File: src/rtl/chacha20_seekable_stream_cipher_unit_defines.svh
// Assertion macros shared by the cipher RTL.
`ifndef CHACHA20_SEEKABLE_STREAM_CIPHER_UNIT_DEFINES_SVH
`define CHACHA20_SEEKABLE_STREAM_CIPHER_UNIT_DEFINES_SVH

// Same-cycle implication under a synchronous reset.
`define CC20_ASSERT_IMPL(label, clk, rst, ante, cons, msg) \
   label: assert property (@(posedge clk) disable iff (rst) (ante) |-> (cons)) \
      else $error(msg);

// Next-cycle implication under a synchronous reset.
`define CC20_ASSERT_NEXT(label, clk, rst, ante, cons, msg) \
   label: assert property (@(posedge clk) disable iff (rst) (ante) |=> (cons)) \
      else $error(msg);

`endif

File: src/rtl/cc20_pkg.sv
// Shared types and constants of the ChaCha20 stream cipher unit.
package cc20_pkg;

   localparam int DOUBLE_ROUNDS_DEF = 10;
   localparam int POSITION_BITS_DEF = 48;
   localparam int NUM_REGS          = 6;
   localparam int REG_W             = 64;
   localparam int CSR_ADDR_W        = 6;
   localparam int WORD_W            = 32;
   localparam int KS_WORDS          = 16;
   localparam int WORD_IDX_W        = 4;

   localparam logic [2:0] REG_KEY0  = 3'd0;
   localparam logic [2:0] REG_CTR   = 3'd4;
   localparam logic [2:0] REG_NONCE = 3'd5;

   // "expand 32-byte k", word 0 in the low slot
   localparam logic [3:0][WORD_W-1:0] SIGMA = {
      32'h6b206574, 32'h79622d32, 32'h3320646e, 32'h61707865
   };

   typedef struct packed {
      logic [7:0]  data_in;
      logic        seek;
      logic [47:0] position;
      logic        last_in;
   } req_type;

   typedef struct packed {
      logic [7:0] data_out;
      logic       last_out;
   } rsp_type;

   typedef logic [NUM_REGS-1:0][REG_W-1:0] cfg_regs_type;

   typedef struct packed {
      logic                  we;
      logic [WORD_IDX_W-1:0] addr;
      logic [WORD_W-1:0]     data;
   } ks_wr_type;

endpackage

File: src/rtl/cc20_ram.sv
// Generic single-write, single-read RAM with registered read data.
module cc20_ram #(
   parameter int WIDTH = cc20_pkg::WORD_W,
   parameter int DEPTH = cc20_pkg::KS_WORDS
) (
   input  logic                     clock,
   input  logic                     wr_en,
   input  logic [$clog2(DEPTH)-1:0] wr_addr,
   input  logic [WIDTH-1:0]         wr_data,
   input  logic                     rd_en,
   input  logic [$clog2(DEPTH)-1:0] rd_addr,
   output logic [WIDTH-1:0]         rd_data
);

   logic [WIDTH-1:0] mem_ff [DEPTH];
   logic [WIDTH-1:0] rd_data_ff;

   always_ff @(posedge clock) begin
      if (wr_en) begin
         mem_ff[wr_addr] <= wr_data;
      end
      if (rd_en) begin
         rd_data_ff <= mem_ff[rd_addr];
      end
   end

   assign rd_data = rd_data_ff;

endmodule

File: src/rtl/cc20_gen.sv
// ChaCha20 block function sequencer over a 16-word working RAM.
`include "chacha20_seekable_stream_cipher_unit_defines.svh"

module cc20_gen #(
   parameter int DOUBLE_ROUNDS = cc20_pkg::DOUBLE_ROUNDS_DEF,
   parameter int POSITION_BITS = cc20_pkg::POSITION_BITS_DEF
) (
   input  logic                     clock,
   input  logic                     reset,
   input  logic                     start,
   input  logic [POSITION_BITS-7:0] blk_index,
   input  cc20_pkg::cfg_regs_type   cfg,
   output logic                     done,
   output cc20_pkg::ks_wr_type      ks_wr
);

   import cc20_pkg::*;

   localparam int DR_W = $clog2(DOUBLE_ROUNDS);

   typedef enum logic [1:0] {G_IDLE, G_INIT, G_QR, G_FINAL} gen_state_type;

   gen_state_type           state_ff;
   logic [4:0]              cnt_ff;
   logic [2:0]              qi_ff;
   logic [DR_W-1:0]         dr_ff;
   logic [WORD_W-1:0]       a_ff, b_ff, c_ff, d_ff;
   logic [63:0]             ctr_ff;
   logic                    done_ff;

   logic                    rr_wr_en, rr_rd_en;
   logic [WORD_IDX_W-1:0]   rr_wr_addr, rr_rd_addr;
   logic [WORD_W-1:0]       rr_wr_data, rr_rd_data;
   logic [WORD_IDX_W-1:0]   iw_idx;
   logic [WORD_W-1:0]       init_w;
   logic [1:0]              slot_wr;
   logic [WORD_W-1:0]       s_ab, s_cd;

   function automatic logic [WORD_W-1:0] rotl(input logic [WORD_W-1:0] x, input int n);
      return (x << n) | (x >> (WORD_W - n));
   endfunction

   // Column rounds use lane qi; diagonal rounds shift each row by its slot.
   function automatic logic [WORD_IDX_W-1:0] qr_index(input logic [2:0] qi,
                                                       input logic [1:0] slot);
      logic [1:0] lane;
      lane = qi[2] ? (qi[1:0] + slot) : qi[1:0];
      return {slot, lane};
   endfunction

   function automatic logic [WORD_W-1:0] init_word(input cfg_regs_type regs,
                                                    input logic [63:0] ctr,
                                                    input logic [WORD_IDX_W-1:0] idx);
      logic [63:0] pair;
      if (idx[3:2] == 2'b00) begin
         return SIGMA[idx[1:0]];
      end
      if (idx < 4'd12) begin
         pair = regs[REG_KEY0 + 3'(idx[3:1]) - 3'd2];
      end else if (idx[3:1] == 3'd6) begin
         pair = ctr;
      end else begin
         pair = regs[REG_NONCE];
      end
      return idx[0] ? pair[63:32] : pair[31:0];
   endfunction

   assign s_ab    = a_ff + b_ff;
   assign s_cd    = c_ff + d_ff;
   assign slot_wr = 2'(cnt_ff - 5'd9);
   assign iw_idx  = (state_ff == G_FINAL) ? (cnt_ff[3:0] - 4'd1) : cnt_ff[3:0];
   assign init_w  = init_word(cfg, ctr_ff, iw_idx);

   always_comb begin
      rr_wr_en   = 1'b0;
      rr_wr_addr = cnt_ff[3:0];
      rr_wr_data = init_w;
      rr_rd_en   = 1'b0;
      rr_rd_addr = cnt_ff[3:0];
      unique case (state_ff)
         G_IDLE: begin
         end
         G_INIT: begin
            rr_wr_en = 1'b1;
         end
         G_QR: begin
            if (cnt_ff < 5'd4) begin
               rr_rd_en   = 1'b1;
               rr_rd_addr = qr_index(qi_ff, cnt_ff[1:0]);
            end
            if (cnt_ff >= 5'd9) begin
               rr_wr_en   = 1'b1;
               rr_wr_addr = qr_index(qi_ff, slot_wr);
               case (slot_wr)
                  2'd0:    rr_wr_data = a_ff;
                  2'd1:    rr_wr_data = b_ff;
                  2'd2:    rr_wr_data = c_ff;
                  default: rr_wr_data = d_ff;
               endcase
            end
         end
         G_FINAL: begin
            rr_rd_en = (cnt_ff < 5'd16);
         end
         default: begin
         end
      endcase
   end

   // Feed-forward: add the input word to the finished round word.
   always_comb begin
      ks_wr.we   = (state_ff == G_FINAL) && (cnt_ff != 5'd0);
      ks_wr.addr = iw_idx;
      ks_wr.data = rr_rd_data + init_w;
   end

   cc20_ram #(
      .WIDTH (WORD_W),
      .DEPTH (KS_WORDS)
   ) u_round_ram (
      .clock   (clock),
      .wr_en   (rr_wr_en),
      .wr_addr (rr_wr_addr),
      .wr_data (rr_wr_data),
      .rd_en   (rr_rd_en),
      .rd_addr (rr_rd_addr),
      .rd_data (rr_rd_data)
   );

   always_ff @(posedge clock) begin
      if (reset) begin
         state_ff <= G_IDLE;
         cnt_ff   <= '0;
         qi_ff    <= '0;
         dr_ff    <= '0;
         done_ff  <= 1'b0;
      end else begin
         done_ff <= 1'b0;
         unique case (state_ff)
            G_IDLE: begin
               if (start) begin
                  ctr_ff   <= cfg[REG_CTR] + 64'(blk_index);
                  cnt_ff   <= '0;
                  state_ff <= G_INIT;
               end
            end
            G_INIT: begin
               if (cnt_ff == 5'd15) begin
                  cnt_ff   <= '0;
                  qi_ff    <= '0;
                  dr_ff    <= '0;
                  state_ff <= G_QR;
               end else begin
                  cnt_ff <= cnt_ff + 5'd1;
               end
            end
            G_QR: begin
               case (cnt_ff)
                  5'd1: a_ff <= rr_rd_data;
                  5'd2: b_ff <= rr_rd_data;
                  5'd3: c_ff <= rr_rd_data;
                  5'd4: d_ff <= rr_rd_data;
                  5'd5: begin
                     a_ff <= s_ab;
                     d_ff <= rotl(d_ff ^ s_ab, 16);
                  end
                  5'd6: begin
                     c_ff <= s_cd;
                     b_ff <= rotl(b_ff ^ s_cd, 12);
                  end
                  5'd7: begin
                     a_ff <= s_ab;
                     d_ff <= rotl(d_ff ^ s_ab, 8);
                  end
                  5'd8: begin
                     c_ff <= s_cd;
                     b_ff <= rotl(b_ff ^ s_cd, 7);
                  end
                  default: begin
                  end
               endcase
               if (cnt_ff == 5'd12) begin
                  cnt_ff <= '0;
                  if (qi_ff == 3'd7) begin
                     qi_ff <= '0;
                     if (dr_ff == DR_W'(DOUBLE_ROUNDS - 1)) begin
                        state_ff <= G_FINAL;
                     end else begin
                        dr_ff <= dr_ff + 1'b1;
                     end
                  end else begin
                     qi_ff <= qi_ff + 3'd1;
                  end
               end else begin
                  cnt_ff <= cnt_ff + 5'd1;
               end
            end
            G_FINAL: begin
               if (cnt_ff == 5'd16) begin
                  cnt_ff   <= '0;
                  done_ff  <= 1'b1;
                  state_ff <= G_IDLE;
               end else begin
                  cnt_ff <= cnt_ff + 5'd1;
               end
            end
            default: begin
               state_ff <= G_IDLE;
            end
         endcase
      end
   end

   assign done = done_ff;

   `CC20_ASSERT_IMPL(a_rr_no_overlap, clock, reset, rr_rd_en && rr_wr_en, rr_rd_addr != rr_wr_addr, "round RAM read and write hit the same word")
   `CC20_ASSERT_IMPL(a_start_idle, clock, reset, start, state_ff == G_IDLE, "block start while busy")
   `CC20_ASSERT_IMPL(a_done_idle, clock, reset, done_ff, state_ff == G_IDLE, "done raised while busy")
   `CC20_ASSERT_IMPL(a_ks_final, clock, reset, ks_wr.we, state_ff == G_FINAL, "keystream write outside feed-forward pass")

endmodule

File: src/rtl/chacha20_seekable_stream_cipher_unit.sv
// ChaCha20 keystream XOR unit, 64-bit counter layout, with seekable position.
//
// Usage: each request on req_ carries one byte, a seek flag with a position and a
// last marker; each request yields exactly one response on rsp_ (byte XOR keystream,
// last copied through), in request order. Key, initial counter and nonce are
// written over the APB-style port at byte address 8*i; a write to one of the six
// registers clears the cache. One 64-byte keystream block is held in a 16-word
// RAM. A request whose block is cached is served by a RAM read, then a load of
// the output register. A request that needs a new block first runs the block
// function on a second 16-word RAM, one quarter round at a time. One request is
// in flight at a time; req_ready is high only when the unit is idle. The response
// sits in an output register: a stalled rsp_ready holds it, and the next request
// is still taken and worked on until its own response needs that register. Reset
// clears the registers, the position and the cache valid flag; no clearing pass runs.
`include "chacha20_seekable_stream_cipher_unit_defines.svh"

module chacha20_seekable_stream_cipher_unit #(
   parameter int DOUBLE_ROUNDS = cc20_pkg::DOUBLE_ROUNDS_DEF,
   parameter int POSITION_BITS = cc20_pkg::POSITION_BITS_DEF
) (
   input  logic                            clock,
   input  logic                            reset,
   input  logic                            req_valid,
   output logic                            req_ready,
   input  cc20_pkg::req_type               req_data,
   output logic                            rsp_valid,
   input  logic                            rsp_ready,
   output cc20_pkg::rsp_type               rsp_data,
   input  logic                            psel,
   input  logic                            penable,
   input  logic                            pwrite,
   input  logic [cc20_pkg::CSR_ADDR_W-1:0] paddr,
   input  logic [cc20_pkg::REG_W-1:0]      pwdata,
   output logic [cc20_pkg::REG_W-1:0]      prdata,
   output logic                            pready
);

   import cc20_pkg::*;

   localparam int PB    = POSITION_BITS;
   localparam int BLK_W = POSITION_BITS - 6;

   typedef enum logic [1:0] {S_IDLE, S_GEN, S_LOOK} top_state_type;

   top_state_type         state_ff;
   cfg_regs_type          cfg_ff;
   logic [PB-1:0]         pos_ff;
   logic [BLK_W-1:0]      cached_ff;
   logic                  valid_ff;
   logic [BLK_W-1:0]      blk_ff;
   logic                  start_ff;
   logic [1:0]            lane_ff;
   logic [WORD_IDX_W-1:0] word_ff;
   logic [7:0]            data_ff;
   logic                  last_ff;
   logic                  rsp_valid_ff;
   rsp_type               rsp_data_ff;

   logic                  req_accept;
   logic [PB-1:0]         pos_eff;
   logic [BLK_W-1:0]      blk_eff;
   logic                  hit;
   logic [2:0]            csr_idx;
   logic                  csr_wr;
   logic                  csr_hit;
   logic                  gen_done;
   ks_wr_type             ks_wr;
   logic                  ks_rd_en;
   logic [WORD_IDX_W-1:0] ks_rd_addr;
   logic [WORD_W-1:0]     ks_rd_data;
   logic [7:0]            ks_byte;
   logic                  load;

   assign req_ready  = (state_ff == S_IDLE);
   assign req_accept = req_valid && req_ready;
   assign pos_eff    = req_data.seek ? PB'(req_data.position) : pos_ff;
   assign blk_eff    = pos_eff[PB-1:6];
   assign hit        = valid_ff && (blk_eff == cached_ff);

   assign csr_idx = paddr[5:3];
   assign csr_wr  = psel && penable && pwrite;
   assign csr_hit = (csr_idx < 3'(NUM_REGS));
   assign prdata  = csr_hit ? cfg_ff[csr_idx] : '0;
   assign pready  = 1'b1;

   // Read the cached word at once on a hit, or right after a fresh block lands.
   assign ks_rd_en   = (req_accept && hit) || ((state_ff == S_GEN) && gen_done);
   assign ks_rd_addr = (state_ff == S_IDLE) ? pos_eff[5:2] : word_ff;
   assign ks_byte    = ks_rd_data[{lane_ff, 3'b000} +: 8];
   assign load       = (state_ff == S_LOOK) && (!rsp_valid_ff || rsp_ready);

   cc20_ram #(
      .WIDTH (WORD_W),
      .DEPTH (KS_WORDS)
   ) u_ks_ram (
      .clock   (clock),
      .wr_en   (ks_wr.we),
      .wr_addr (ks_wr.addr),
      .wr_data (ks_wr.data),
      .rd_en   (ks_rd_en),
      .rd_addr (ks_rd_addr),
      .rd_data (ks_rd_data)
   );

   cc20_gen #(
      .DOUBLE_ROUNDS (DOUBLE_ROUNDS),
      .POSITION_BITS (POSITION_BITS)
   ) u_gen (
      .clock     (clock),
      .reset     (reset),
      .start     (start_ff),
      .blk_index (blk_ff),
      .cfg       (cfg_ff),
      .done      (gen_done),
      .ks_wr     (ks_wr)
   );

   always_ff @(posedge clock) begin
      if (reset) begin
         state_ff     <= S_IDLE;
         cfg_ff       <= '0;
         pos_ff       <= '0;
         cached_ff    <= '0;
         valid_ff     <= 1'b0;
         start_ff     <= 1'b0;
         rsp_valid_ff <= 1'b0;
      end else begin
         start_ff <= 1'b0;
         if (csr_wr && csr_hit) begin
            cfg_ff[csr_idx] <= pwdata;
            valid_ff        <= 1'b0;
         end
         if (rsp_ready) begin
            rsp_valid_ff <= 1'b0;
         end
         unique case (state_ff)
            S_IDLE: begin
               if (req_accept) begin
                  pos_ff  <= pos_eff + PB'(1);
                  lane_ff <= pos_eff[1:0];
                  word_ff <= pos_eff[5:2];
                  data_ff <= req_data.data_in;
                  last_ff <= req_data.last_in;
                  if (hit) begin
                     state_ff <= S_LOOK;
                  end else begin
                     blk_ff   <= blk_eff;
                     start_ff <= 1'b1;
                     state_ff <= S_GEN;
                  end
               end
            end
            S_GEN: begin
               if (gen_done) begin
                  valid_ff  <= 1'b1;
                  cached_ff <= blk_ff;
                  state_ff  <= S_LOOK;
               end
            end
            S_LOOK: begin
               // Hold the RAM output until the response register frees up.
               if (load) begin
                  rsp_valid_ff         <= 1'b1;
                  rsp_data_ff.data_out <= data_ff ^ ks_byte;
                  rsp_data_ff.last_out <= last_ff;
                  state_ff             <= S_IDLE;
               end
            end
            default: begin
               state_ff <= S_IDLE;
            end
         endcase
      end
   end

   assign rsp_valid = rsp_valid_ff;
   assign rsp_data  = rsp_data_ff;

   `CC20_ASSERT_IMPL(a_start_gen, clock, reset, start_ff, state_ff == S_GEN, "block start outside generate state")
   `CC20_ASSERT_IMPL(a_look_valid, clock, reset, state_ff == S_LOOK, valid_ff, "lookup without a cached block")
   `CC20_ASSERT_IMPL(a_done_gen, clock, reset, gen_done, state_ff == S_GEN, "block done outside generate state")
   `CC20_ASSERT_NEXT(a_accept_busy, clock, reset, req_accept, state_ff != S_IDLE, "request accepted but unit idle")

endmodule

File: config.mk
export PLATFORM = sky130hd
export DESIGN_NAME = chacha20_seekable_stream_cipher_unit
export DESIGN_NICKNAME = d
export VERILOG_FILES = /design/src/rtl/cc20_pkg.sv /design/src/rtl/cc20_ram.sv /design/src/rtl/cc20_gen.sv /design/src/rtl/chacha20_seekable_stream_cipher_unit.sv
export VERILOG_INCLUDE_DIRS = /design/src /design/src/rtl
export SDC_FILE = /design/constraint.sdc
export NUM_CORES = 2
export LEC_CHECK = 0
export BUFFER_PORTS_ARGS = -buffer_cell sky130_fd_sc_hd__buf_2
export CELL_PAD_IN_SITES_DETAIL_PLACEMENT = 1
export CELL_PAD_IN_SITES_GLOBAL_PLACEMENT = 1
export CORE_MARGIN = 2
export CORE_UTILIZATION = 51
export DETAILED_ROUTE_END_ITERATION = 16
export GPL_TIMING_DRIVEN = 0
export PLACE_DENSITY_LB_ADDON = 0.1
export SYNTH_ARGS = -nofsm -noshare
export SYNTH_HDL_FRONTEND = slang
export SYNTH_SLANG_ARGS = --single-unit
export TNS_END_PERCENT = 5
File: constraint.sdc
create_clock -name clock -period 8.4 [get_ports clock]
set_input_delay 1.26 -clock clock [delete_from_list [all_inputs] [get_ports clock]]
set_output_delay 1.26 -clock clock [all_outputs]
set_load 0.01 [all_outputs]
==> impl_metrics.csv <==
group,metric,value,unit
grt,largest_net_degree_at_the_start_of_global_routing,33,
sta,transition_time_at_the_pin_with_the_least_slew_margin,1.68,ns
route,post_drt_via_cell_ratio,6.74,
sta,hold_viol,0,
yosys,dominant_cell_type_by_area_after_synthesis,"sky130_fd_sc_hd__edfxtp_1",
die,core_area,169000,um^2
placement,gp_congestion,1.10,
die,floorplan.rows,151,
job,maxCapViolations,7,
run_status,status,"finished, violations left",
clock_network,clk_path_buf_depth,3,
power_and_ir_drop,combinationalPowerShare,16.5,%
layout,finish.cell_count_without_fillers,10300,
yosys,synthMostInstantiatedCell,"sky130_fd_sc_hd__edfxtp_1",
route,remaining_drc_errors,0,
sta,layout_worst_path_cycle_share,98.9,%
critical_path,critPathLaunchType,"register",
die,floorplan.die_area,173000,um^2
sta,setup_viol,0,
layout,areaGrowthSynthToFinish,13.8,%
placement,post-dp-hpwl,264000,um
sta,max_freq,120,MHz
yosys,synth_largest_type_area_fraction,46.6,%
sta,unrepaired_setup_endpoints_after_global_routing,"no",
clock_network,clock_latency_reported_for_the_late_side_of_the_worst_skew_pair,0.87,ns
yosys,ys.flop_type,"sky130_fd_sc_hd__edfxtp_1",
die,initial_core_util,51.3,%
sta,finalMaxSlewViolations,69,
yosys,number_of_enable_type_register_cells_in_the_synthesized_netlist,1346,
worst_hold_path,worstHoldPathCells,2,
clock_network,cts_num_sinks,1840,
critical_path,worstSetupEndpointType,"register",
power_and_ir_drop,internal_power,16400,uW
route,detail-route-antenna-nets,0,
clock_network,hold_buffers,0,
placement,placedCellCount,9943,
power_and_ir_drop,share_seq_of_total_power,46.3,%
route,routed_wire_length_per_instance,34.9,um
run_status,violations,"capacitance limit, slew limit",
clock_network,htree_levels,4,
power_and_ir_drop,power.density_cell_area,235,nW/um^2
yosys,syn_nets,7751,
die,chipWidth,416,um
route,dr_total_vias,69500,
grt,remaining_global_route_overflow,0,
power_and_ir_drop,peakVddDrop,0.289,mV
route,number_of_drc_violations_after_detailed_routing_iteration_0,8874,
grt,vias_in_the_first_global_route,70000,
die,io-pin-count,211,
worst_hold_path,worstHoldPathType,"register to register",
placement,placed_cell_area,92100,um^2
yosys,synth_commonest_cells,"sky130_fd_sc_hd__edfxtp_1, sky130_fd_sc_hd__nand2_1, sky130_fd_sc_hd__a21oi_1, sky130_fd_sc_hd__dfxtp_1, sky130_fd_sc_hd__clkbuf_1",
grt,grt_util_all_layers,40.8,%
power_and_ir_drop,p_leak,0.0340,uW
yosys,synth.cell_area,86800,um^2
layout,drive_above_1_share,12.6,%
critical_path,critical_path_required,9.01,ns
route,dr_pass1_iterations,10,
yosys,synth.yosys.warnings,0,
clock_network,clock_buffer_count_from_cts,194,
power_and_ir_drop,power.switching_fraction,29.0,%
yosys,ys_top_cells_by_area,"sky130_fd_sc_hd__edfxtp_1, sky130_fd_sc_hd__dfxtp_1, sky130_fd_sc_hd__nand2_1",
die,die-height,416,um
yosys,yosys_register_bits,1840,
grt,grt_first_pass_wirelength,506000,um
critical_path,crit_path_max_fanout,16,
clock_network,clk_pin_slew_worst_paths,0.06,ns
critical_path,worstRegToRegCells,26,
sta,timing.clock.skew,0.0375,ns
placement,buffer_ports.inserted,205,
yosys,syn_avg_cell_area,11.6,um^2
yosys,synth_cells,7453,
layout,nNetsFinal,8220,
sta,timing.final.crit_period,8.31,ns
yosys,postSynth.asyncResetShare,0,%
power_and_ir_drop,clock_power_share,37.2,%
route,finalWirelength,360000,um
layout,layout.cell_area.non_filler,98800,um^2
power_and_ir_drop,power.switching,6710,uW
sta,slew_headroom,-11.7,%
clock_network,ctsRootBufferMaster,"sky130_fd_sc_hd__clkbuf_16",
clock_network,cts_tree,"built",
critical_path,cp.arrival,8.91,ns
yosys,synth.distinct_cells,88,
yosys,seq_area_frac_synth,58.0,%
grt,grt_antenna_before_repair,31,
critical_path,critPathKind,"register to register",
timing repair:
| item | 4_1_cts | 5_1_grt |
|---|---|---|
| setup buffers | 2 | 1 |
| endpoints found under the setup margin | 513 | 256 |
| pin swaps | 2 | 1 |
| cloned | 0 | 0 |
| gates resized for setup | 30 | 14 |
cells in the final DEF, fill, tap and decap left out, types with 23 or more instances in the layout:
cell type	netlist	layout
sky130_fd_sc_hd__edfxtp_1	1346	1346
sky130_fd_sc_hd__nand2_1	1324	1323
sky130_fd_sc_hd__a21oi_1	855	843
sky130_fd_sc_hd__dfxtp_1	494	494
sky130_fd_sc_hd__clkbuf_1	377	414
sky130_fd_sc_hd__a211oi_1	288	286
sky130_fd_sc_hd__mux2i_1	272	271
sky130_fd_sc_hd__buf_2	60	264
sky130_fd_sc_hd__mux4_2	217	217
sky130_fd_sc_hd__a22oi_1	200	200
sky130_fd_sc_hd__clkbuf_16	0	199
sky130_fd_sc_hd__nor2b_1	178	178
sky130_fd_sc_hd__nor2_1	201	167
sky130_fd_sc_hd__xnor2_1	187	165
sky130_fd_sc_hd__o21ai_0	185	162
sky130_fd_sc_hd__ha_1	159	158
sky130_fd_sc_hd__nand3_1	153	153
sky130_fd_sc_hd__xor2_1	111	105
sky130_fd_sc_hd__inv_1	96	96
sky130_fd_sc_hd__a21o_1	83	83
sky130_fd_sc_hd__nor3_1	64	64
sky130_fd_sc_hd__o221ai_1	40	40
sky130_fd_sc_hd__buf_12	0	39
sky130_fd_sc_hd__nand4_1	38	38
sky130_fd_sc_hd__a222oi_1	34	34
sky130_fd_sc_hd__nor2_4	0	34
sky130_fd_sc_hd__clkinv_2	0	34
sky130_fd_sc_hd__buf_1	33	32
sky130_fd_sc_hd__clkinv_1	0	30
sky130_fd_sc_hd__nand2b_1	30	29
sky130_fd_sc_hd__buf_4	15	29
sky130_fd_sc_hd__and3_1	28	28
sky130_fd_sc_hd__nand3b_1	28	28
sky130_fd_sc_hd__o211ai_1	24	24
sky130_fd_sc_hd__mux2_2	23	23
sky130_fd_sc_hd__o21a_1	23	23
sky130_fd_sc_hd__a31oi_1	25	23
worst paths after layout:
kind | startpoint | endpoint | slack (ns)
setup / recovery | u_gen.cnt_ff[0] | u_ks_ram.mem_ff[0][28] | 0.09
hold / removal | pos_ff[25] | pos_ff[25] | 0.45
setup reg to reg | u_gen.cnt_ff[0] | u_ks_ram.mem_ff[0][28] | 0.09
hold reg to reg | pos_ff[25] | pos_ff[25] | 0.45
sequential cells by signal, indices dropped and copies added (netlist names), 8 cells and up:
name and cells:
u_ks_ram.rd_data 32, rsp_data 9, u_gen.c_ff 32, data_ff 8, u_gen.a_ff 32, pos_ff 48
u_gen.b_ff 32, u_gen.u_round_ram.mem_ff 512, u_ks_ram.mem_ff 512, u_gen.d_ff 32, cached_ff 42, u_gen.ctr_ff 64
cfg_ff 384, u_gen.u_round_ram.rd_data 32, blk_ff 42
metrics by stage:
step                      util (%)  setup TNS, ns  setup WS [ns]  total power [uW]  hold slack [ns]
after global placement        53.5       -1042.00          -2.89             14200            0.418
after global routing          58.3              0         0.0220             23600            0.474
after floorplan                  -              0           1.58             12900            0.400
after CTS                     58.2              0        0.00586             23000            0.452
after detailed placement      54.4        -723.32          -2.53             14400            0.441
final                         58.3              0         0.0943             23200            0.450
kinds of logic after synthesis:
logic type      Yosys count  synth area share, %
fa+ha+maj               163                 2.38
buf+inv                 587                 2.74
compound gates         1913                 13.8
other cells               1              0.00432
mux                     513                 9.08
flops                  1840                 58.0
xor+xnor                305                 3.19
simple gates           2131                 10.8
power groups by stage:
stage	clock network (uW)	registers, uW	logic, uW
finish	8620	10700	3820
global route	8910	10700	4010
CTS	8620	10700	3650
detailed placement	0	10900	3520
global placement	0	10900	3260
floorplan	0	10800	2080
layer usage:
layer / vias up / track usage (%) / routed length [um]
met2: 4311 / 63.7 / 162000
met5: - / 0 / 161
met4: 26 / 19.4 / 20300
li1: 28800 / - / -
met3: 994 / 10.1 / 39000
met1: 35400 / 53.5 / 138000
cell type report:
| cell class | instances | area, um^2 |
|---|---|---|
| Antenna cell | 15 | 37.5 |
| Buffer | 488 | 2040 |
| Clock buffer | 257 | 5310 |
| Clock inverter | 105 | 941 |
| Fill cell | 17300 | 70500 |
| Inverter | 96 | 360 |
| Multi-Input combinational cell | 5026 | 34800 |
| Sequential cell | 1840 | 50300 |
| Tap cell | 2218 | 2780 |
| Timing Repair Buffer | 276 | 2220 |
critical path, stage by stage (launching register included):
cell and delay (ns):
sky130_fd_sc_hd__dfxtp_1 0.39, sky130_fd_sc_hd__buf_4 0.24, sky130_fd_sc_hd__inv_1 0.23, sky130_fd_sc_hd__ha_1 0.20
sky130_fd_sc_hd__buf_2 0.22, sky130_fd_sc_hd__nand2_1 0.16, sky130_fd_sc_hd__xnor2_4 0.31, sky130_fd_sc_hd__buf_4 0.37
sky130_fd_sc_hd__clkbuf_8 0.38, sky130_fd_sc_hd__ha_4 0.32, sky130_fd_sc_hd__clkbuf_1 0.54, sky130_fd_sc_hd__clkbuf_2 0.44
sky130_fd_sc_hd__a211oi_1 0.14, sky130_fd_sc_hd__a31oi_1 0.44, sky130_fd_sc_hd__o22a_1 0.40, sky130_fd_sc_hd__ha_1 0.30
sky130_fd_sc_hd__clkbuf_1 0.23, sky130_fd_sc_hd__a211oi_1 0.26, sky130_fd_sc_hd__o21bai_1 0.15, sky130_fd_sc_hd__a211oi_1 0.39
sky130_fd_sc_hd__o31ai_1 0.18, sky130_fd_sc_hd__a221oi_2 0.45, sky130_fd_sc_hd__a21oi_1 0.16, sky130_fd_sc_hd__or3_1 0.38
sky130_fd_sc_hd__a211oi_1 0.40, sky130_fd_sc_hd__xnor2_2 0.16, sky130_fd_sc_hd__buf_12 0.18
Note: power is estimated with default switching activity, not from simulation.
